`src/hw/rtl/bqc_ram.sv`:
```
`default_nettype none
// ----------------------------------------------------------------------------
// bqc_ram: generic single-clock ram
// One write port and one read port, read data registered.
// ----------------------------------------------------------------------------
module bqc_ram #(
  parameter int WIDTH = 32,
  parameter int DEPTH = 32,
  localparam int AW = $clog2(DEPTH)
) (
  input  wire logic             clk,
  input  wire logic             we,
  input  wire logic [AW-1:0]    waddr,
  input  wire logic [WIDTH-1:0] wdata,
  input  wire logic [AW-1:0]    raddr,
  output logic      [WIDTH-1:0] rdata
);

  logic [WIDTH-1:0] mem [DEPTH];

  always_ff @(posedge clk) begin
    if (we) begin
      mem[waddr] <= wdata;
    end
    rdata <= mem[raddr];
  end

endmodule
`default_nettype wire

```
`config.mk`:
```
export PLATFORM = sky130hd
export DESIGN_NAME = bqc_ram
export DESIGN_NICKNAME = d
export VERILOG_FILES = /design/src/hw/rtl/bqc_ram.sv
export SDC_FILE = /design/constraint.sdc
export NUM_CORES = 1
export LEC_CHECK = 0
export ABC_AREA = 1
export BUFFER_PORTS_ARGS = -buffer_cell sky130_fd_sc_hd__buf_2
export CAP_MARGIN = 20
export CORE_UTILIZATION = 52
export DETAILED_ROUTE_END_ITERATION = 8
export HOLD_SLACK_MARGIN = 0.1
export PLACE_DENSITY = 0.68
export SYNTH_ARGS = -nofsm -noshare
export SYNTH_HDL_FRONTEND = slang
export SYNTH_SLANG_ARGS = --single-unit
```
`constraint.sdc`:
```
create_clock -name clk -period 5.9 [get_ports clk]
set_clock_uncertainty 0.1 [all_clocks]
set_input_delay 0.885 -clock clk [delete_from_list [all_inputs] [get_ports clk]]
set_output_delay 0.885 -clock clk [all_outputs]
set_load 0.02 [all_outputs]
```
==> metrics.md <==
| Metric | Value |
|---|---|
| Status | `completed` |
| CTS H-tree lvls | `3` |
| Rel. slew slack | `18.4%` |
| DP Worst Slack | `2300 ps` |
| Clock sink count | `1056` |
| Max clock buf depth | `3` |
| Worst-margin pin slew | `1220 ps` |
| CP endpoint kind | `register` |
| CTS tree | `built` |
| Layout cells sized above 1 | `8.61%` |
| Hold crit path type | `in2reg` |
| # hold bufs at CTS | `0` |
| PD cells | `341 nW/um2` |
| Leak Pwr | `17.1 nW` |
| Setup-failing EPs final | `0` |
| VDD IR max | `0.000275 V` |
| Adder-Cell Fraction of Synth Area | `0%` |
| Synth Area in Compound Gates | `0%` |
| Busiest grt layer | `met2` |
| Fmax | `333 MHz` |
| Cell variety after synth | `14` |
| #FFs+latches synth | `1056` |
| Sequential share of the synthesized area | `74.0%` |
| Tmin final | `3000 ps` |
| Root buf cell | `clkbuf_16` |
| Initial DRC count | `3181` |
| Vias per cell | `5.79` |
| Final hold slack | `618 ps` |
| Clock-pin slew on the worst setup and hold paths | `60 ps` |
| Simple-Gate Fraction of Synth Area | `22.2%` |
| CORE AREA | `80500 um2` |
| Most frequent cells in the layout | `nand2_1 (1440), edfxtp_1 (1024), nand3_1 (780)` |
| I/O Pins | `76` |
| Worst Path Arrival | `3440 ps` |
| Gr usage total | `26.5%` |
| Fin util | `58.0%` |
| TNS Setup | `0 ps` |
| Setup crit end | `rdata[10]` |
| Via count | `27173` |
| Post-CTS sizing | `0` |
| Initial antenna violation count | `3` |
| FF-to-FF End | `rdata[29]` |
| Final worst slack | `2900 ps` |
| Clk_lat worst skew | `670 ps` |
| Fill cells | `6322` |
| First-pass GRT wire length | `162 mm` |
| Diodes inserted | `0` |
| Kind of critical path | `in2reg` |
| Worst Path Max Fanout | `132` |
| Die span in y | `288 um` |
| Die Width | `288 um` |
| Max-cap violations | `0` |
| Post-Syn Area | `42400 um2` |
| Final instance area | `46700 um2` |
| Dpl hpwl | `54.7 mm` |
| Routability congestion estimate | `0.772` |
| GRT met2 Usage | `43.9%` |
| Row count | `104` |
| Final ANT Viol Nets | `0` |
| Total Power | `16.0 mW` |
| Unrepaired setup endpoints after global routing | `false` |
| Main combinational cell family by area after synthesis | `simple AND/OR/NAND/NOR gates` |
| Tcrit/Tclk final | `50.9%` |
| Die area | `82700 um2` |
| Largest net degree at the start of global routing | `159` |
| Vias in the first global route | `25799` |
| Nets | `3594` |
| Initial Util | `52.6%` |
| Worst Path Required | `6340 ps` |
| Warnings from Yosys | `0` |
| Slew Limit Fails | `0` |
| Critical Path Source | `raddr[1]` |
| Final cell count without fillers | `4696` |
| Post-Syn Nets | `3580` |
| Depth of the worst register-to-register path | `8` |
| Grt met1 use | `36.7%` |
| Final Hold Vio Count | `0` |
| IO Port Bufs | `75` |
| Num CTS Buffers | `102` |
| Placed Cells | `4506` |
| Post-synthesis mux area share | `0%` |
| Avg Cell Area, Syn | `12.0 um2` |
| Routed wire length | `109 mm` |
| Kind of start point of the critical path | `input port` |
| DP Area | `43300 um2` |
| Postcts setup bufs | `0` |
| R2R Path Start | `mem[12][29]` |
| GR Layer Usage met3 | `3.21%` |
| Layout area overhead | `10.2%` |
| Commonest non-fill, non-tap cell in the layout | `nand2_1` |
| Reg2reg setup slack | `4550 ps` |
| Post-Synth XOR/XNOR Area | `0%` |
| Cells after Synth | `3536` |
| DRC Markers | `0` |
| Total congestion overflow | `0` |
| Routed WL per cell | `23.2 um` |
| First-pass DRT Iterations | `6` |
-- metal layers --
metal / part of all wire (%) / routed length (um)
met1: 40 / 43800
met2: 49 / 53000
met3: 8.1 / 8830
met4: 2.9 / 3120
met5: 0.012 / 13
-- layout make-up --
class	instances	area, um2	area share (%)
clock buffer	158	2970	6.36
sequential	1056	31400	67.2
timing repair buffer	128	865	1.85
clock inverter	32	444	0.950
tap	1060	1330	2.84
multi-input combinational	2252	9670	20.7
inverter	10	67.6	0.145
-- registers in the layout (all words and copies together), names as in the netlist --
register,count
rdata,32
mem,1024
-- cell usage after synthesis --
library cell | count | share of area, %
dfxtp_1 | 32 | 1.5
nand3_1 | 780 | 9.2
buf_8 | 3 | 0.11
buf_4 | 24 | 0.42
nor2_1 | 32 | 0.28
buf_6 | 66 | 1.8
inv_8 | 1 | 0.027
buf_2 | 83 | 0.98
nand2_1 | 1440 | 13
inv_2 | 2 | 0.018
inv_1 | 7 | 0.062
clkbuf_1 | 24 | 0.21
buf_1 | 18 | 0.16
edfxtp_1 | 1024 | 73
-- cells by family (layout without fill, tap and decap cells) --
| family | Yosys count | in the layout |
|---|---|---|
| and+or+nand+nor | 2252 | 2252 |
| DFF | 1056 | 1056 |
| buffers and inverters | 228 | 328 |
-- power breakdown --
group	switching (mW)	total (mW)	leakage, nW	internal [mW]
sequential	0.0386	8.38	9.49	8.34
combinational	0.713	0.943	5.92	0.230
clock	2.76	6.63	1.67	3.87
total	3.51	16.0	17.1	12.4
-- worst min path at each step --
stage	from	end	slack [ps]	cells after the start
final	wdata[14]	mem[13][14]	620	1
after global routing	wdata[13]	mem[2][13]	620	1
after detailed placement	mem[2][31]	rdata[31]	640	8
after floorplan	mem[2][0]	rdata[0]	590	8
after global placement	mem[10][15]	rdata[15]	630	8
after CTS	wdata[13]	mem[2][13]	580	1
-- worst max-delay path, stage by stage --
cell,delay (ps)
buf_8,200
inv_8,830
buf_4,550
nand3_1,160
nand3_1,120
nand2_1,50
nand2_1,50
nand2_1,100
nand2_1,110
nand2_1,100
No activity file was read; power rests on OpenSTA's default activity.
