==> src/hw/rtl/bqc_pkg.sv <==
`default_nettype none
// ----------------------------------------------------------------------------
// bqc_pkg: shared types and constants of the biquad cascade filter
// Field widths, memory geometry, control codes, the control bundles
// passed between sequencer and datapath, and saturation helpers.
// ----------------------------------------------------------------------------
package bqc_pkg;

  // geometry
  localparam int CHANNELS     = 32;
  localparam int MAX_SECTIONS = 5;
  localparam int SLOTS        = 6;
  localparam int COEF_DEPTH   = SLOTS * MAX_SECTIONS;
  localparam int COEF_AW      = $clog2(COEF_DEPTH);
  localparam int HIST_DEPTH   = CHANNELS * MAX_SECTIONS;
  localparam int HIST_AW      = $clog2(HIST_DEPTH);
  localparam int SWEEP_DEPTH  = (HIST_DEPTH > COEF_DEPTH) ? HIST_DEPTH : COEF_DEPTH;
  localparam int SWEEP_W      = $clog2(SWEEP_DEPTH);
  localparam int SEC_W        = $clog2(MAX_SECTIONS + 1);
  localparam int STEP_W       = 3;

  // field widths
  localparam int OP_W        = 2;
  localparam int CHAN_W      = 5;
  localparam int SAMPLE_W    = 24;
  localparam int CIDX_W      = 5;
  localparam int WORD_W      = 32;
  localparam int CFG_W       = 3;
  localparam int IN_TDATA_W  = 72;
  localparam int OUT_TDATA_W = 32;
  localparam int HIST_W      = 2 * WORD_W;

  // arithmetic
  localparam int PROD_W    = 2 * WORD_W;
  localparam int FRAC_BITS = 30;
  localparam int RP_W      = PROD_W - FRAC_BITS;
  localparam int ACC_W     = RP_W + 2;
  localparam logic signed [PROD_W-1:0] ROUND_HALF = PROD_W'(1) << (FRAC_BITS - 1);

  typedef enum logic [OP_W-1:0] {
    OP_FILTER = 2'd0,
    OP_WRITE  = 2'd1,
    OP_CLEAR  = 2'd2,
    OP_NOP    = 2'd3
  } op_t;

  typedef enum logic [2:0] {
    SLOT_A1   = 3'd0,
    SLOT_A2   = 3'd1,
    SLOT_B0   = 3'd2,
    SLOT_B1   = 3'd3,
    SLOT_B2   = 3'd4,
    SLOT_GAIN = 3'd5
  } slot_t;

  typedef enum logic [2:0] {
    ST_INIT,
    ST_IDLE,
    ST_CLEAR,
    ST_SEC,
    ST_FINISH
  } state_t;

  typedef enum logic [2:0] {
    OPND_HIST,
    OPND_W1,
    OPND_W2,
    OPND_W0,
    OPND_Y
  } opnd_t;

  typedef enum logic [2:0] {
    ACC_HOLD,
    ACC_X_MINUS,
    ACC_W0,
    ACC_LOAD,
    ACC_ADD,
    ACC_Y
  } acc_op_t;

  typedef struct packed {
    logic    load_item;
    logic    x_from_prod;
    logic    hist_latch;
    logic    mul_en;
    opnd_t   opnd;
    acc_op_t acc_op;
    logic    out_load;
    logic    finish_from_x;
  } dp_ctrl_t;

  typedef struct packed {
    logic               coef_we;
    logic               coef_wzero;
    logic [COEF_AW-1:0] coef_waddr;
    logic [COEF_AW-1:0] coef_raddr;
    logic               hist_we;
    logic               hist_wzero;
    logic [HIST_AW-1:0] hist_addr;
  } ram_ctrl_t;

  // saturate a wide signed value to one history word
  function automatic logic signed [WORD_W-1:0] sat_word(input logic signed [ACC_W-1:0] v);
    logic [ACC_W-WORD_W:0] hi;
    hi = v[ACC_W-1:WORD_W-1];
    if ((&hi) || (~|hi)) begin
      return v[WORD_W-1:0];
    end else if (v[ACC_W-1]) begin
      return {1'b1, {(WORD_W-1){1'b0}}};
    end else begin
      return {1'b0, {(WORD_W-1){1'b1}}};
    end
  endfunction

  // saturate a wide signed value to one output sample
  function automatic logic signed [SAMPLE_W-1:0] sat_sample(input logic signed [ACC_W-1:0] v);
    logic [ACC_W-SAMPLE_W:0] hi;
    hi = v[ACC_W-1:SAMPLE_W-1];
    if ((&hi) || (~|hi)) begin
      return v[SAMPLE_W-1:0];
    end else if (v[ACC_W-1]) begin
      return {1'b1, {(SAMPLE_W-1){1'b0}}};
    end else begin
      return {1'b0, {(SAMPLE_W-1){1'b1}}};
    end
  endfunction

endpackage
`default_nettype wire

==> src/hw/rtl/bqc_datapath.sv <==
`default_nettype none
// ----------------------------------------------------------------------------
// bqc_datapath: shared multiplier and accumulator of the biquad cascade
// One 32x32 multiply per cycle while mul_en is set, rounding, accumulation and saturation,
// section history registers and the output payload register.
// ----------------------------------------------------------------------------
module bqc_datapath (
  input  wire logic                                    clk,
  input  var  bqc_pkg::dp_ctrl_t                       ctl,
  input  wire logic        [bqc_pkg::CHAN_W-1:0]       in_channel,
  input  wire logic signed [bqc_pkg::SAMPLE_W-1:0]     sample_in,
  input  wire logic        [bqc_pkg::WORD_W-1:0]       coef_rdata,
  input  wire logic        [bqc_pkg::HIST_W-1:0]       hist_rdata,
  output logic             [bqc_pkg::HIST_W-1:0]       hist_wdata,
  output logic             [bqc_pkg::CHAN_W-1:0]       out_channel,
  output logic signed      [bqc_pkg::SAMPLE_W-1:0]     sample_out
);

  logic signed [bqc_pkg::WORD_W-1:0] x, w1, w2, w0, y, opnd, coef_s;
  logic        [bqc_pkg::CHAN_W-1:0] chan;
  logic signed [bqc_pkg::PROD_W-1:0] prod, mul_full, rnd;
  logic signed [bqc_pkg::RP_W-1:0]   rp;
  logic signed [bqc_pkg::ACC_W-1:0]  acc, rp_ext, x_ext, acc_sum, acc_diff, fin_src;

  assign coef_s   = $signed(coef_rdata);
  assign mul_full = coef_s * opnd;

  // round half up, then floor shift
  assign rnd    = prod + bqc_pkg::ROUND_HALF;
  assign rp     = rnd[bqc_pkg::PROD_W-1:bqc_pkg::FRAC_BITS];
  assign rp_ext = {{(bqc_pkg::ACC_W-bqc_pkg::RP_W){rp[bqc_pkg::RP_W-1]}}, rp};
  assign x_ext  = {{(bqc_pkg::ACC_W-bqc_pkg::WORD_W){x[bqc_pkg::WORD_W-1]}}, x};

  assign acc_diff = acc - rp_ext;
  assign acc_sum  = acc + rp_ext;
  assign fin_src  = ctl.finish_from_x ? x_ext : rp_ext;

  // shifted history: new w1 is w0, new w2 is old w1
  assign hist_wdata = {w1, w0};

  always_comb begin
    case (ctl.opnd)
      bqc_pkg::OPND_HIST: opnd = $signed(hist_rdata[bqc_pkg::WORD_W-1:0]);
      bqc_pkg::OPND_W1:   opnd = w1;
      bqc_pkg::OPND_W2:   opnd = w2;
      bqc_pkg::OPND_W0:   opnd = w0;
      bqc_pkg::OPND_Y:    opnd = y;
      default:            opnd = w1;
    endcase
  end

  always_ff @(posedge clk) begin
    if (ctl.load_item) begin
      x    <= {{(bqc_pkg::WORD_W-bqc_pkg::SAMPLE_W){sample_in[bqc_pkg::SAMPLE_W-1]}},
               sample_in};
      chan <= in_channel;
    end else if (ctl.x_from_prod) begin
      x <= bqc_pkg::sat_word(rp_ext);
    end

    if (ctl.hist_latch) begin
      w1 <= $signed(hist_rdata[bqc_pkg::WORD_W-1:0]);
      w2 <= $signed(hist_rdata[bqc_pkg::HIST_W-1:bqc_pkg::WORD_W]);
    end

    if (ctl.mul_en) begin
      prod <= mul_full;
    end

    case (ctl.acc_op)
      bqc_pkg::ACC_X_MINUS: acc <= x_ext - rp_ext;
      bqc_pkg::ACC_W0:      w0  <= bqc_pkg::sat_word(acc_diff);
      bqc_pkg::ACC_LOAD:    acc <= rp_ext;
      bqc_pkg::ACC_ADD:     acc <= acc_sum;
      bqc_pkg::ACC_Y:       y   <= bqc_pkg::sat_word(acc_sum);
      default: ;
    endcase

    if (ctl.out_load) begin
      sample_out  <= bqc_pkg::sat_sample(fin_src);
      out_channel <= chan;
    end
  end

endmodule
`default_nettype wire

==> config.mk <==
export PLATFORM = sky130hd
export DESIGN_NAME = bqc_datapath
export DESIGN_NICKNAME = d
export VERILOG_FILES = /design/src/hw/rtl/bqc_pkg.sv /design/src/hw/rtl/bqc_datapath.sv
export SDC_FILE = /design/constraint.sdc
export NUM_CORES = 2
export LEC_CHECK = 0
export ABC_AREA = 1
export BUFFER_PORTS_ARGS = -buffer_cell sky130_fd_sc_hd__buf_4
export CAP_MARGIN = 0
export CORE_MARGIN = 10
export CORE_UTILIZATION = 50
export DETAILED_ROUTE_END_ITERATION = 10
export PLACE_DENSITY = 0.67
export SLEW_MARGIN = 15
export SYNTH_ARGS = -nofsm -noshare
export SYNTH_HDL_FRONTEND = slang
export SYNTH_SLANG_ARGS = --single-unit
==> constraint.sdc <==
create_clock -name clk -period 11 [get_ports clk]
set_input_delay 1.1 -clock clk [delete_from_list [all_inputs] [get_ports clk]]
set_output_delay 1.1 -clock clk [all_outputs]
set_load 0.02 [all_outputs]
==> results.yml <==
outcome:
  outcome: "complete, no violations"
grt:
  grt_max_degree: 65
  gr-total-overflow: 0
  grt_first_pass_wirelength_mm: 298
  antenna_found_initial: 2
  grt_pass1_vias: 47900
  grt_usage: 0.326
placed_design:
  io_buffer_count: 230
  place_area_mm2: 0.0574
  gp_congestion: 1.04
  hpwl_mm: 165
critical_path:
  path_buf_inv: 8
  startpoint_type: "input port"
  critPathMaxFanout: 17
  arrival_ns: 10.33
  cpPeakStageDelay_ns: 0.71
  setup.worst_path.end_class: "flop"
  cp_slowest_cell: "inv_1"
  worstReg2RegStart: "w0[10]"
  crit_family: "adder cells"
  startpoint: "ctl[5]"
  cp_common_cell: "fa_1"
  required_ns: 11.36
  crit_type: "input port to flop"
finish:
  design_area_mm2: 0.0585
  fin_util: 0.545
  areaGrowthSynthToFinish_pct: 8.00
  n_fill_cell: 10100
  final_cell_mix: "inv_1, nand2_1, fa_1"
  layout-drive-gt1-share: 0.0721
  final_common_cell: "inv_1"
  nets: 8072
job:
  cap_violations: 0
min_path:
  min_path_type: "flop to flop"
  worstHoldStart: "chan[2]"
sta:
  min_period_ns: 9.97
  timing.final.crit_share: 0.906
  tightest_slew_ns: 1.18
  fmax_mhz: 100
  rsz0062_at_grt: "false"
  final-hold-violation-count: 0
  fin_skew_ns: 0.0149
  slew_violations: 0
  tns_ns: 0
  max_slew_margin: 0.214
  setup_viol_count_final: 0
synthesis:
  yosys_register_bits: 265
  syn_nets: 7956
  syn_area_mm2: 0.0541
  synth_cell_type_count: 59
  yosys_warnings: 0
  synth_cells: 6449
  avgSynthCellArea_um2: 8.39
  synthArstFlopShare: 0
  synth_edf_count: 265
  synth_flop_cell: "edfxtp_1"
  ys_seq_area_frac: 0.147
clock_network:
  clkTransAtPathRegs_ns: 0.06
  clkSinkCount: 265
  cts-root-buf: "clkbuf_16"
  cts_tree: "built"
  clk_latency_ns: 0.56
  postCtsSetupRepairBufs: 0
  cts_hold_buf: 0
  numCtsBuffers: 34
  post_cts_resized: 0
  cts_max_path_buffers: 3
  h-tree-depth: 2
routing:
  vias: 45600
  drt-total-wl_mm: 197
  drt_iter0_drc: 4164
  post-route-drc-count: 0
  ant_nets: 0
  wire_per_inst_um: 24.6
  dr.pass1.iters: 9
  vias_per_cell: 5.70
floorplanning:
  initial_core_util: 0.504
  core.rowCount: 120
  io-pin-count: 231
  dieWidth_um: 349
  core_area_mm2: 0.107
  fp.dieH_um: 349
  dieArea_mm2: 0.122
==> sequential cells by signal, summed over array words and instances, names as in the netlist <==
name         flops
x               32
y               32
acc             36
w2              32
chan             5
out_channel      5
sample_out      24
prod            35
w1              32
w0              32
==> synth_stat cells (4+ instances only) <==
cell | n | area (um^2)
or2_2 | 7 | 43.8
nor4_1 | 17 | 106
inv_2 | 24 | 90.1
o21ai_0 | 200 | 1000
nand4_1 | 40 | 250
o21ai_2 | 28 | 245
clkinv_1 | 24 | 90.1
nor2_1 | 861 | 3230
a21oi_1 | 266 | 1330
buf_1 | 7 | 26.3
edfxtp_1 | 265 | 7960
nor2_2 | 5 | 31.3
o21ai_1 | 29 | 145
o21bai_1 | 15 | 113
a31oi_1 | 25 | 156
o221ai_1 | 19 | 166
a221oi_1 | 29 | 254
nand2_2 | 9 | 56.3
buf_2 | 63 | 315
o21a_1 | 19 | 143
clkbuf_1 | 156 | 586
nor3_2 | 8 | 80.1
nand2_1 | 1234 | 4630
inv_1 | 1345 | 5050
nor3_1 | 31 | 155
xor2_1 | 100 | 876
nand3_1 | 126 | 631
buf_6 | 4 | 45.0
a22o_1 | 27 | 236
fa_1 | 1084 | 21700
a211oi_1 | 4 | 30.0
buf_4 | 6 | 45.0
a22oi_1 | 5 | 37.5
a21o_1 | 12 | 90.1
o211ai_1 | 13 | 97.6
xnor2_1 | 24 | 210
a21boi_0 | 4 | 30.0
ha_1 | 285 | 3570
==> path summary, 6_finish.rpt <==
path	to	slack (ns)	depth (start not counted)
setup reg to reg	prod[59]	2.16	26
hold / removal	out_channel[2]	0.42	0
hold reg to reg	out_channel[2]	0.42	0
setup / recovery	prod[49]	1.03	33
==> kinds of logic (layout without fill, tap and decap cells) <==
kind of cell,count (synthesis),in the layout,synth area share
xor+xnor,125,125,0.0204
flops,265,265,0.147
buf+inv,1630,1772,0.115
other cells,0,2,0
compound gates,704,704,0.0770
fa+ha+maj,1369,1369,0.467
simple gates,2356,2356,0.173
==> routing by layer <==
metal | global-route usage | share of wire | vias to the layer above
li1 | - | - | 19800
met4 | 0.148 | 0.056 | 4
met2 | 0.517 | 0.46 | 2332
met3 | 0.0768 | 0.10 | 477
met1 | 0.422 | 0.38 | 23000
met5 | 0 | 0.00013 | -
==> worst reg2reg max path, delay by kind of cell, from the launching register on <==
family                   cells  cell delay (ns)
AO/OA/AOI/OAI                2             0.37
flip-flops                   1             0.49
adder cells (fa/ha/maj)      9             4.82
buffers and inverters        6             1.36
AND/OR/NAND/NOR              9             1.57
==> final cells by class <==
type                            instances  area, um^2  share of cell area
Antenna cell                            2        5.00           0.0000856
Clock buffer                           47         921              0.0158
Clock inverter                         15         160             0.00274
Inverter                             1393        5230              0.0894
Multi-Input combinational cell       4554       40000               0.684
Sequential cell                       265        7960               0.136
Tap cell                             1403        1760              0.0300
Timing Repair Buffer                  317        2420              0.0414
==> stage by stage <==
stage | hold slack [ns] | std cells | setup WS, ns
after floorplan | 0.400 | 6449 | 1.99
after detailed placement | 0.407 | 7932 | 0.690
after global routing | 0.427 | 7994 | 0.619
final | 0.419 | 7996 | 1.03
after CTS | 0.418 | 7994 | 1.21
after global placement | 0.401 | 7932 | 0.645
Power is left out: the tool's default activity adds up to more than one toggle a clock period on the data nets, which glitch-free logic cannot reach.
