--- src/hw/rtl/bqc_pkg.sv ---
`default_nettype none
// ----------------------------------------------------------------------------
// bqc_pkg: shared types and constants of the biquad cascade filter
// Field widths, memory geometry, control codes, the control bundles
// passed between sequencer and datapath, and saturation helpers.
// ----------------------------------------------------------------------------
package bqc_pkg;

  // geometry
  localparam int CHANNELS     = 32;
  localparam int MAX_SECTIONS = 5;
  localparam int SLOTS        = 6;
  localparam int COEF_DEPTH   = SLOTS * MAX_SECTIONS;
  localparam int COEF_AW      = $clog2(COEF_DEPTH);
  localparam int HIST_DEPTH   = CHANNELS * MAX_SECTIONS;
  localparam int HIST_AW      = $clog2(HIST_DEPTH);
  localparam int SWEEP_DEPTH  = (HIST_DEPTH > COEF_DEPTH) ? HIST_DEPTH : COEF_DEPTH;
  localparam int SWEEP_W      = $clog2(SWEEP_DEPTH);
  localparam int SEC_W        = $clog2(MAX_SECTIONS + 1);
  localparam int STEP_W       = 3;

  // field widths
  localparam int OP_W        = 2;
  localparam int CHAN_W      = 5;
  localparam int SAMPLE_W    = 24;
  localparam int CIDX_W      = 5;
  localparam int WORD_W      = 32;
  localparam int CFG_W       = 3;
  localparam int IN_TDATA_W  = 72;
  localparam int OUT_TDATA_W = 32;
  localparam int HIST_W      = 2 * WORD_W;

  // arithmetic
  localparam int PROD_W    = 2 * WORD_W;
  localparam int FRAC_BITS = 30;
  localparam int RP_W      = PROD_W - FRAC_BITS;
  localparam int ACC_W     = RP_W + 2;
  localparam logic signed [PROD_W-1:0] ROUND_HALF = PROD_W'(1) << (FRAC_BITS - 1);

  typedef enum logic [OP_W-1:0] {
    OP_FILTER = 2'd0,
    OP_WRITE  = 2'd1,
    OP_CLEAR  = 2'd2,
    OP_NOP    = 2'd3
  } op_t;

  typedef enum logic [2:0] {
    SLOT_A1   = 3'd0,
    SLOT_A2   = 3'd1,
    SLOT_B0   = 3'd2,
    SLOT_B1   = 3'd3,
    SLOT_B2   = 3'd4,
    SLOT_GAIN = 3'd5
  } slot_t;

  typedef enum logic [2:0] {
    ST_INIT,
    ST_IDLE,
    ST_CLEAR,
    ST_SEC,
    ST_FINISH
  } state_t;

  typedef enum logic [2:0] {
    OPND_HIST,
    OPND_W1,
    OPND_W2,
    OPND_W0,
    OPND_Y
  } opnd_t;

  typedef enum logic [2:0] {
    ACC_HOLD,
    ACC_X_MINUS,
    ACC_W0,
    ACC_LOAD,
    ACC_ADD,
    ACC_Y
  } acc_op_t;

  typedef struct packed {
    logic    load_item;
    logic    x_from_prod;
    logic    hist_latch;
    logic    mul_en;
    opnd_t   opnd;
    acc_op_t acc_op;
    logic    out_load;
    logic    finish_from_x;
  } dp_ctrl_t;

  typedef struct packed {
    logic               coef_we;
    logic               coef_wzero;
    logic [COEF_AW-1:0] coef_waddr;
    logic [COEF_AW-1:0] coef_raddr;
    logic               hist_we;
    logic               hist_wzero;
    logic [HIST_AW-1:0] hist_addr;
  } ram_ctrl_t;

  // saturate a wide signed value to one history word
  function automatic logic signed [WORD_W-1:0] sat_word(input logic signed [ACC_W-1:0] v);
    logic [ACC_W-WORD_W:0] hi;
    hi = v[ACC_W-1:WORD_W-1];
    if ((&hi) || (~|hi)) begin
      return v[WORD_W-1:0];
    end else if (v[ACC_W-1]) begin
      return {1'b1, {(WORD_W-1){1'b0}}};
    end else begin
      return {1'b0, {(WORD_W-1){1'b1}}};
    end
  endfunction

  // saturate a wide signed value to one output sample
  function automatic logic signed [SAMPLE_W-1:0] sat_sample(input logic signed [ACC_W-1:0] v);
    logic [ACC_W-SAMPLE_W:0] hi;
    hi = v[ACC_W-1:SAMPLE_W-1];
    if ((&hi) || (~|hi)) begin
      return v[SAMPLE_W-1:0];
    end else if (v[ACC_W-1]) begin
      return {1'b1, {(SAMPLE_W-1){1'b0}}};
    end else begin
      return {1'b0, {(SAMPLE_W-1){1'b1}}};
    end
  endfunction

endpackage
`default_nettype wire

--- src/hw/rtl/bqc_ctrl.sv ---
`default_nettype none
// ----------------------------------------------------------------------------
// bqc_ctrl: sequencer of the biquad cascade
// Handshakes, section register, clearing sweeps, per-section step
// schedule and the memory addresses.
// ----------------------------------------------------------------------------
module bqc_ctrl (
  input  wire logic                         clk,
  input  wire logic                         rst,
  input  wire logic                         cfg_wr_en,
  input  wire logic [bqc_pkg::CFG_W-1:0]    cfg_wr_data,
  input  wire logic                         in_valid,
  output logic                              in_ready,
  input  wire logic [bqc_pkg::OP_W-1:0]     in_op,
  input  wire logic [bqc_pkg::CHAN_W-1:0]   in_channel,
  input  wire logic [bqc_pkg::CIDX_W-1:0]   in_coef_index,
  output logic                              out_valid,
  input  wire logic                         out_ready,
  output bqc_pkg::dp_ctrl_t                 ctl,
  output bqc_pkg::ram_ctrl_t                ram
);

  localparam logic [bqc_pkg::STEP_W-1:0] S_FETCH = 3'd0;
  localparam logic [bqc_pkg::STEP_W-1:0] S_LATCH = 3'd1;
  localparam logic [bqc_pkg::STEP_W-1:0] S_FB    = 3'd2;
  localparam logic [bqc_pkg::STEP_W-1:0] S_W0    = 3'd3;
  localparam logic [bqc_pkg::STEP_W-1:0] S_FF0   = 3'd4;
  localparam logic [bqc_pkg::STEP_W-1:0] S_FF1   = 3'd5;
  localparam logic [bqc_pkg::STEP_W-1:0] S_Y     = 3'd6;
  localparam logic [bqc_pkg::STEP_W-1:0] S_GAIN  = 3'd7;

  bqc_pkg::state_t state, state_next;
  bqc_pkg::op_t    op;
  bqc_pkg::slot_t  slot;

  logic [bqc_pkg::CFG_W-1:0]   sections_cfg;
  logic [bqc_pkg::SWEEP_W-1:0] sweep;
  logic [bqc_pkg::STEP_W-1:0]  step;
  logic [bqc_pkg::SEC_W-1:0]   sec_idx, sec_count, sec_n;
  logic [bqc_pkg::COEF_AW-1:0] coef_base;
  logic [bqc_pkg::HIST_AW-1:0] hist_row, hist_base;
  logic                        accept, sweep_done, sec_last, out_free;

  assign op        = bqc_pkg::op_t'(in_op);
  assign accept    = in_valid && in_ready;
  assign out_free  = !out_valid || out_ready;
  assign sec_last  = (sec_idx == bqc_pkg::SEC_W'(sec_count - 1'b1));
  assign sec_n     = (int'(sections_cfg) > bqc_pkg::MAX_SECTIONS) ?
                     bqc_pkg::SEC_W'(bqc_pkg::MAX_SECTIONS) : bqc_pkg::SEC_W'(sections_cfg);
  assign hist_base = bqc_pkg::HIST_AW'((int'(in_channel) % bqc_pkg::CHANNELS)
                                       * bqc_pkg::MAX_SECTIONS);
  assign sweep_done =
    ((state == bqc_pkg::ST_INIT)  && (sweep == bqc_pkg::SWEEP_W'(bqc_pkg::SWEEP_DEPTH - 1))) ||
    ((state == bqc_pkg::ST_CLEAR) && (sweep == bqc_pkg::SWEEP_W'(bqc_pkg::HIST_DEPTH - 1)));

  // next state
  always_comb begin
    state_next = state;
    unique case (state) inside
      bqc_pkg::ST_INIT, bqc_pkg::ST_CLEAR: begin
        if (sweep_done) state_next = bqc_pkg::ST_IDLE;
      end
      bqc_pkg::ST_IDLE: begin
        if (in_valid) begin
          case (op)
            bqc_pkg::OP_FILTER:
              state_next = (sec_n == '0) ? bqc_pkg::ST_FINISH : bqc_pkg::ST_SEC;
            bqc_pkg::OP_CLEAR: state_next = bqc_pkg::ST_CLEAR;
            default: state_next = bqc_pkg::ST_IDLE;
          endcase
        end
      end
      bqc_pkg::ST_SEC: begin
        if ((step == S_GAIN) && sec_last) state_next = bqc_pkg::ST_FINISH;
      end
      bqc_pkg::ST_FINISH: begin
        if (out_free) state_next = bqc_pkg::ST_IDLE;
      end
      default: state_next = bqc_pkg::ST_INIT;
    endcase
  end

  // outputs
  always_comb begin
    in_ready          = (state == bqc_pkg::ST_IDLE);
    ctl               = '0;
    ctl.opnd          = bqc_pkg::OPND_W1;
    ctl.acc_op        = bqc_pkg::ACC_HOLD;
    ctl.finish_from_x = (sec_count == '0);
    slot              = bqc_pkg::SLOT_A1;
    ram               = '0;
    ram.hist_addr     = hist_row;

    unique case (state)
      bqc_pkg::ST_INIT: begin
        ram.hist_we    = (int'(sweep) < bqc_pkg::HIST_DEPTH);
        ram.hist_wzero = 1'b1;
        ram.hist_addr  = bqc_pkg::HIST_AW'(sweep);
        ram.coef_we    = (int'(sweep) < bqc_pkg::COEF_DEPTH);
        ram.coef_wzero = 1'b1;
        ram.coef_waddr = bqc_pkg::COEF_AW'(sweep);
      end
      bqc_pkg::ST_CLEAR: begin
        ram.hist_we    = (int'(sweep) < bqc_pkg::HIST_DEPTH);
        ram.hist_wzero = 1'b1;
        ram.hist_addr  = bqc_pkg::HIST_AW'(sweep);
      end
      bqc_pkg::ST_IDLE: begin
        ctl.load_item  = accept;
        ram.coef_we    = accept && (op == bqc_pkg::OP_WRITE) &&
                         (int'(in_coef_index) < bqc_pkg::COEF_DEPTH);
        ram.coef_waddr = bqc_pkg::COEF_AW'(in_coef_index);
      end
      bqc_pkg::ST_SEC: begin
        case (step)
          S_FETCH: begin
            slot            = bqc_pkg::SLOT_A1;
            ctl.x_from_prod = (sec_idx != '0);
          end
          S_LATCH: begin
            slot           = bqc_pkg::SLOT_A2;
            ctl.hist_latch = 1'b1;
            ctl.mul_en     = 1'b1;
            ctl.opnd       = bqc_pkg::OPND_HIST;
          end
          S_FB: begin
            slot       = bqc_pkg::SLOT_B1;
            ctl.mul_en = 1'b1;
            ctl.opnd   = bqc_pkg::OPND_W2;
            ctl.acc_op = bqc_pkg::ACC_X_MINUS;
          end
          S_W0: begin
            slot       = bqc_pkg::SLOT_B0;
            ctl.mul_en = 1'b1;
            ctl.opnd   = bqc_pkg::OPND_W1;
            ctl.acc_op = bqc_pkg::ACC_W0;
          end
          S_FF0: begin
            slot        = bqc_pkg::SLOT_B2;
            ctl.mul_en  = 1'b1;
            ctl.opnd    = bqc_pkg::OPND_W0;
            ctl.acc_op  = bqc_pkg::ACC_LOAD;
            ram.hist_we = 1'b1;
          end
          S_FF1: begin
            slot       = bqc_pkg::SLOT_GAIN;
            ctl.mul_en = 1'b1;
            ctl.opnd   = bqc_pkg::OPND_W2;
            ctl.acc_op = bqc_pkg::ACC_ADD;
          end
          S_Y: begin
            slot       = bqc_pkg::SLOT_GAIN;
            ctl.acc_op = bqc_pkg::ACC_Y;
          end
          S_GAIN: begin
            slot       = bqc_pkg::SLOT_GAIN;
            ctl.mul_en = 1'b1;
            ctl.opnd   = bqc_pkg::OPND_Y;
          end
          default: slot = bqc_pkg::SLOT_A1;
        endcase
      end
      bqc_pkg::ST_FINISH: begin
        ctl.out_load = out_free;
      end
      default: ;
    endcase

    ram.coef_raddr = bqc_pkg::COEF_AW'(int'(coef_base) + int'(slot));
  end

  always_ff @(posedge clk) begin
    if (rst) begin
      state        <= bqc_pkg::ST_INIT;
      sections_cfg <= bqc_pkg::CFG_W'(1);
      sweep        <= '0;
      step         <= '0;
      sec_idx      <= '0;
      sec_count    <= '0;
      coef_base    <= '0;
      hist_row     <= '0;
      out_valid    <= 1'b0;
    end else begin
      state <= state_next;

      if (cfg_wr_en) begin
        sections_cfg <= cfg_wr_data;
      end

      if (((state == bqc_pkg::ST_INIT) || (state == bqc_pkg::ST_CLEAR)) && !sweep_done) begin
        sweep <= bqc_pkg::SWEEP_W'(sweep + 1'b1);
      end else begin
        sweep <= '0;
      end

      if (state == bqc_pkg::ST_SEC) begin
        step <= bqc_pkg::STEP_W'(step + 1'b1);
      end else begin
        step <= '0;
      end

      if (accept && (op == bqc_pkg::OP_FILTER)) begin
        sec_idx   <= '0;
        sec_count <= sec_n;
        coef_base <= '0;
        hist_row  <= hist_base;
      end else if ((state == bqc_pkg::ST_SEC) && (step == S_GAIN)) begin
        sec_idx   <= bqc_pkg::SEC_W'(sec_idx + 1'b1);
        coef_base <= bqc_pkg::COEF_AW'(int'(coef_base) + bqc_pkg::SLOTS);
        hist_row  <= bqc_pkg::HIST_AW'(hist_row + 1'b1);
      end

      if (ctl.out_load) begin
        out_valid <= 1'b1;
      end else if (out_ready) begin
        out_valid <= 1'b0;
      end
    end
  end

endmodule
`default_nettype wire

--- config.mk ---
export PLATFORM = sky130hd
export DESIGN_NAME = bqc_ctrl
export DESIGN_NICKNAME = d
export VERILOG_FILES = /design/src/hw/rtl/bqc_pkg.sv /design/src/hw/rtl/bqc_ctrl.sv
export SDC_FILE = /design/constraint.sdc
export NUM_CORES = 1
export LEC_CHECK = 0
export BUFFER_PORTS_ARGS = -buffer_cell sky130_fd_sc_hd__buf_4
export CELL_PAD_IN_SITES_DETAIL_PLACEMENT = 1
export CELL_PAD_IN_SITES_GLOBAL_PLACEMENT = 2
export CORE_ASPECT_RATIO = 1.75
export CORE_UTILIZATION = 34
export CTS_CLUSTER_SIZE = 12
export DETAILED_ROUTE_END_ITERATION = 16
export PLACE_DENSITY = 0.82
export SETUP_SLACK_MARGIN = 0.5
export SLEW_MARGIN = 10
export SYNTH_ARGS = -nofsm -noshare
export SYNTH_HDL_FRONTEND = slang
export SYNTH_SLANG_ARGS = --single-unit
--- constraint.sdc ---
create_clock -name clk -period 4.06 [get_ports clk]
set_clock_uncertainty 0.05 [all_clocks]
set_input_delay 0.609 -clock clk [delete_from_list [all_inputs] [get_ports clk]]
set_output_delay 0.609 -clock clk [all_outputs]
set_load 0.05 [all_outputs]
==> parameters.txt <==
Parameter                              Value

Clock network
  Deepest clock path buffer count    2
  Num Clock Sinks    36
  Cts bufs inserted    5
  CTS clock-pin slew for the worst setup and hold paths    ~0.050 ns
  CTS tree    done
  PostCTS Resize Cnt    0
  Maximum level of the CTS H-tree    2
  Hold_buf cts    0
  Latest clock arrival within the worst-skew pair    0.27 ns
  # Post-CTS Setup Buffers    0
  Cell at the root of the clock tree    sky130_fd_sc_hd__clkbuf_16

STA
  Highest achievable clock rate    between 300 and 400 MHz
  Max_slew headroom    0.452
  Period utilisation layout    0.788
  Unrepaired setup endpoints after global routing    false
  Final setup TNS    0 ns
  Final Hold Viols    0
  Final Max Slew Viols    0
  Final setup viols    0
  Slew at the pin closest to its max-slew limit    0.819 ns
  Clock period minus worst slack    between 3 and 4 ns

GRT
  Met3 layer usage reported by global route    0.0202
  Pin count of the biggest net entering global routing    22
  Global routing met2 resource utilization    0.371
  Met1 Usage GRT    0.198
  Number of global-route vias before repair    around 2,300
  Wire length of the first global-routing pass    between 10,000 and 15,000 µm
  Global-route layer with the greatest usage    met2
  Total routing usage reported by global routing    0.189
  Total global routing overflow    0
  Initial antenna violation count    0

Synth
  Seq/Total Area, Yosys    0.302
  Largest cells by area after synthesis    sky130_fd_sc_hd__dfxtp_1 30%, sky130_fd_sc_hd__ha_1 10%, sky130_fd_sc_hd__nor2_1 5.3%
  Post-synthesis instance area    around 2400 µm²
  Proportion of netlist area held by the largest area contributor    0.302
  Syn nets    ~320
  Total of flip-flops plus latches after synthesis    36
  Async set or reset register ratio after synthesis    0
  Cell count after synthesis    roughly 270
  Mean Syn Cell Area    8.74 µm²
  Ys Warns    0
  Number of enable-type register cells in the synthesized netlist    0
  Top FF cell, synth    sky130_fd_sc_hd__dfxtp_1
  Synth area leader    sky130_fd_sc_hd__dfxtp_1
  Count of different cell masters after synthesis    55

Floorplanning
  Number of top-level pins    56
  Starting utilization of the core area    0.351
  Core Box Area    slightly below 7000 µm²
  Die span in y    113 µm
  Die Outline Area    approximately 7400 µm²
  Overall die width    65.3 µm
  Number of cell rows    40

Setup path
  Path type of the worst setup path    flop to primary output
  Worst-path cell with the longest stage delay    sky130_fd_sc_hd__dfxtp_1
  Critical Path Sink Type    primary output
  Most frequent cell on the critical path    sky130_fd_sc_hd__ha_1
  Path depth of the worst reg2reg path    4
  Launch point of the worst path    step[0]$_SDFF_PP0_
  Setup crit start kind    flop
  Crit-path max cell delay    about 0.35 ns
  CP Data Arrival Time    approximately 2.5 ns
  Startpoint of the worst register-to-register path    state[0]$_SDFFE_PP0P_
  Required time reported for the critical path endpoint    roughly 3.4 ns
  Chain of cells forming the critical path    ha_1 -> ha_1 -> o21a_1 -> o21ai_0 -> inv_1 -> ha_1 -> a21o_1 -> nand2_1 -> xnor2_1 -> buf_4
  Crit-path max FO    5

Route
  Vias    2,203
  Wirelength per Cell    between 15 and 20 µm
  Iteration count of the initial detailed-routing pass    4
  Routed WL    ~6500 µm
  Number of vias per cell after detailed routing    around 5.4
  Number of nets with antenna violations after detailed routing    0
  DRC violation count after routing    0
  DRC marker count from the first detailed-route iteration    27

Power and ir drop
  Sequential share of power    0.438
  Power density normalized to cell area    around 280 nW/µm²
  Fraction of power spent switching nets    0.238
  Reported leakage power    ~1.4 nW
  Net switching component of the power    ~0.20 mW
  Int Power    between 0.6 and 0.7 mW
  Proportion of power drawn by combinational gates    0.099
  Part of the power in the clock network    0.462
  Max IR drop VDD    0.164 mV

Cells and area
  Commonest non-fill, non-tap cells in the layout    56 x sky130_fd_sc_hd__buf_4, 36 x sky130_fd_sc_hd__dfxtp_1, 34 x sky130_fd_sc_hd__nor2_1, 20 x sky130_fd_sc_hd__ha_1, 18 x sky130_fd_sc_hd__nand2_1
  Most common cell after layout, fill and taps aside    sky130_fd_sc_hd__buf_4
  Finished Core Util    0.441
  Share of post-route cells with drive strength above 1    0.261
  Layout overhead on the synthesized area    25.8%
  Post-layout net count    between 300 and 400
  Number of diodes added for antenna fixing    0

Status
  Run status    finished clean

Place
  Detailed Place HPWL    between 5000 and 6000 µm
  Total of buffers placed on input and output ports    55
  RD Place Congestion    ~0.76

Min path
  Launch instance of the worst min-delay path    sec_count[1]$_SDFFE_PP0P_
  Count of cells along the worst hold path    2
  Type of the most critical hold path    flop to flop

Flow run
  Max-cap violations    0
-- cell usage after synthesis (2+ instances only) --
| cell | instances |
|---|---|
| sky130_fd_sc_hd__a211oi_1 | 8 |
| sky130_fd_sc_hd__a21o_1 | 3 |
| sky130_fd_sc_hd__a21oi_1 | 17 |
| sky130_fd_sc_hd__a22o_1 | 5 |
| sky130_fd_sc_hd__and3_1 | 5 |
| sky130_fd_sc_hd__buf_2 | 5 |
| sky130_fd_sc_hd__buf_4 | 3 |
| sky130_fd_sc_hd__clkbuf_1 | 2 |
| sky130_fd_sc_hd__dfxtp_1 | 36 |
| sky130_fd_sc_hd__fa_1 | 2 |
| sky130_fd_sc_hd__ha_1 | 20 |
| sky130_fd_sc_hd__inv_1 | 15 |
| sky130_fd_sc_hd__mux2_2 | 8 |
| sky130_fd_sc_hd__mux2i_1 | 4 |
| sky130_fd_sc_hd__nand2_1 | 18 |
| sky130_fd_sc_hd__nand2b_1 | 2 |
| sky130_fd_sc_hd__nand3_1 | 9 |
| sky130_fd_sc_hd__nand3b_1 | 2 |
| sky130_fd_sc_hd__nand4_1 | 3 |
| sky130_fd_sc_hd__nor2_1 | 34 |
| sky130_fd_sc_hd__nor3_1 | 5 |
| sky130_fd_sc_hd__nor3b_1 | 5 |
| sky130_fd_sc_hd__o211ai_1 | 3 |
| sky130_fd_sc_hd__o21a_1 | 2 |
| sky130_fd_sc_hd__o21ai_0 | 8 |
| sky130_fd_sc_hd__o21bai_1 | 2 |
| sky130_fd_sc_hd__or3b_2 | 2 |
| sky130_fd_sc_hd__xnor2_1 | 7 |
| sky130_fd_sc_hd__xor2_1 | 12 |
-- area by class of cell --
| class | instances | area (µm²) |
|---|---|---|
| clock inverter | 2 | 10.0 |
| sequential | 36 | 721 |
| timing repair buffer | 56 | 420 |
| multi-input combinational | 210 | 1550 |
| tap | 84 | 105 |
| fill | 839 | 3800 |
| clock buffer | 6 | 139 |
| inverter | 16 | 60.1 |
-- per-stage QoR --
stage                     hold slack, ns  area, µm²  setup slack (ns)  std cells  total power [mW]
after global placement             0.395       2850              1.15        402             0.456
after global routing               0.484       3000             0.666        410             0.866
final                              0.428       3000             0.862        410             0.833
after floorplan                    0.382       2390             0.886        273             0.420
after CTS                          0.428       3000             0.814        410             0.847
after detailed placement           0.419       2850              1.12        402             0.457
-- cells by family (layout without fill, tap and decap cells) --
kind of cell	count (synthesis)	count (layout)	share of synthesized area
flip-flops	36	36	0.302
multiplexers	12	12	0.0545
buffers and inverters	27	80	0.0498
AND/OR/NAND/NOR	95	95	0.213
AO/OA/AOI/OAI	61	61	0.180
adder cells (fa/ha/maj)	22	22	0.122
XOR/XNOR	20	20	0.0791
-- power by group through the flow --
stage | Sequential, mW | Clock, mW | Combinational [mW]
after floorplan | 0.370 | 0 | 0.0499
after CTS | 0.365 | 0.397 | 0.0844
final | 0.365 | 0.385 | 0.0829
after global placement | 0.373 | 0 | 0.0830
after global routing | 0.366 | 0.408 | 0.0913
after detailed placement | 0.373 | 0 | 0.0837
-- sequential cells by signal, indices dropped and copies added (netlist names) --
name / flops
coef_base: 4
hist_row: 8
out_valid: 1
sec_count: 3
sec_idx: 3
sections_cfg: 3
state: 3
step: 3
sweep: 8
-- path summary, 6_finish.rpt --
path / end / slack [ns]
max: ram[14] / 0.86
min: sec_count[1]$_SDFFE_PP0P_ / 0.43
max reg2reg: sec_count[0]$_SDFFE_PP0P_ / 1.61
min reg2reg: sec_count[1]$_SDFFE_PP0P_ / 0.43
-- per-layer routing --
metal,up-vias,share of wire
met5,-,0
met2,38,0.57
met4,0,0.016
met3,6,0.023
met1,1084,0.39
li1,1075,-
-- worst max-delay path, delay by kind of cell, from the launching register on --
| kind | cells | cell delay, ns |
|---|---|---|
| DFF | 1 | 0.35 |
| buffers and inverters | 2 | 0.30 |
| xor gates and xnor gates | 1 | 0.11 |
| and+or+nand+nor | 1 | 0.07 |
| adders and majority gates | 3 | 0.79 |
| AOI/OAI and AO/OA | 3 | 0.64 |
Note: power is estimated with default switching activity, not from simulation.
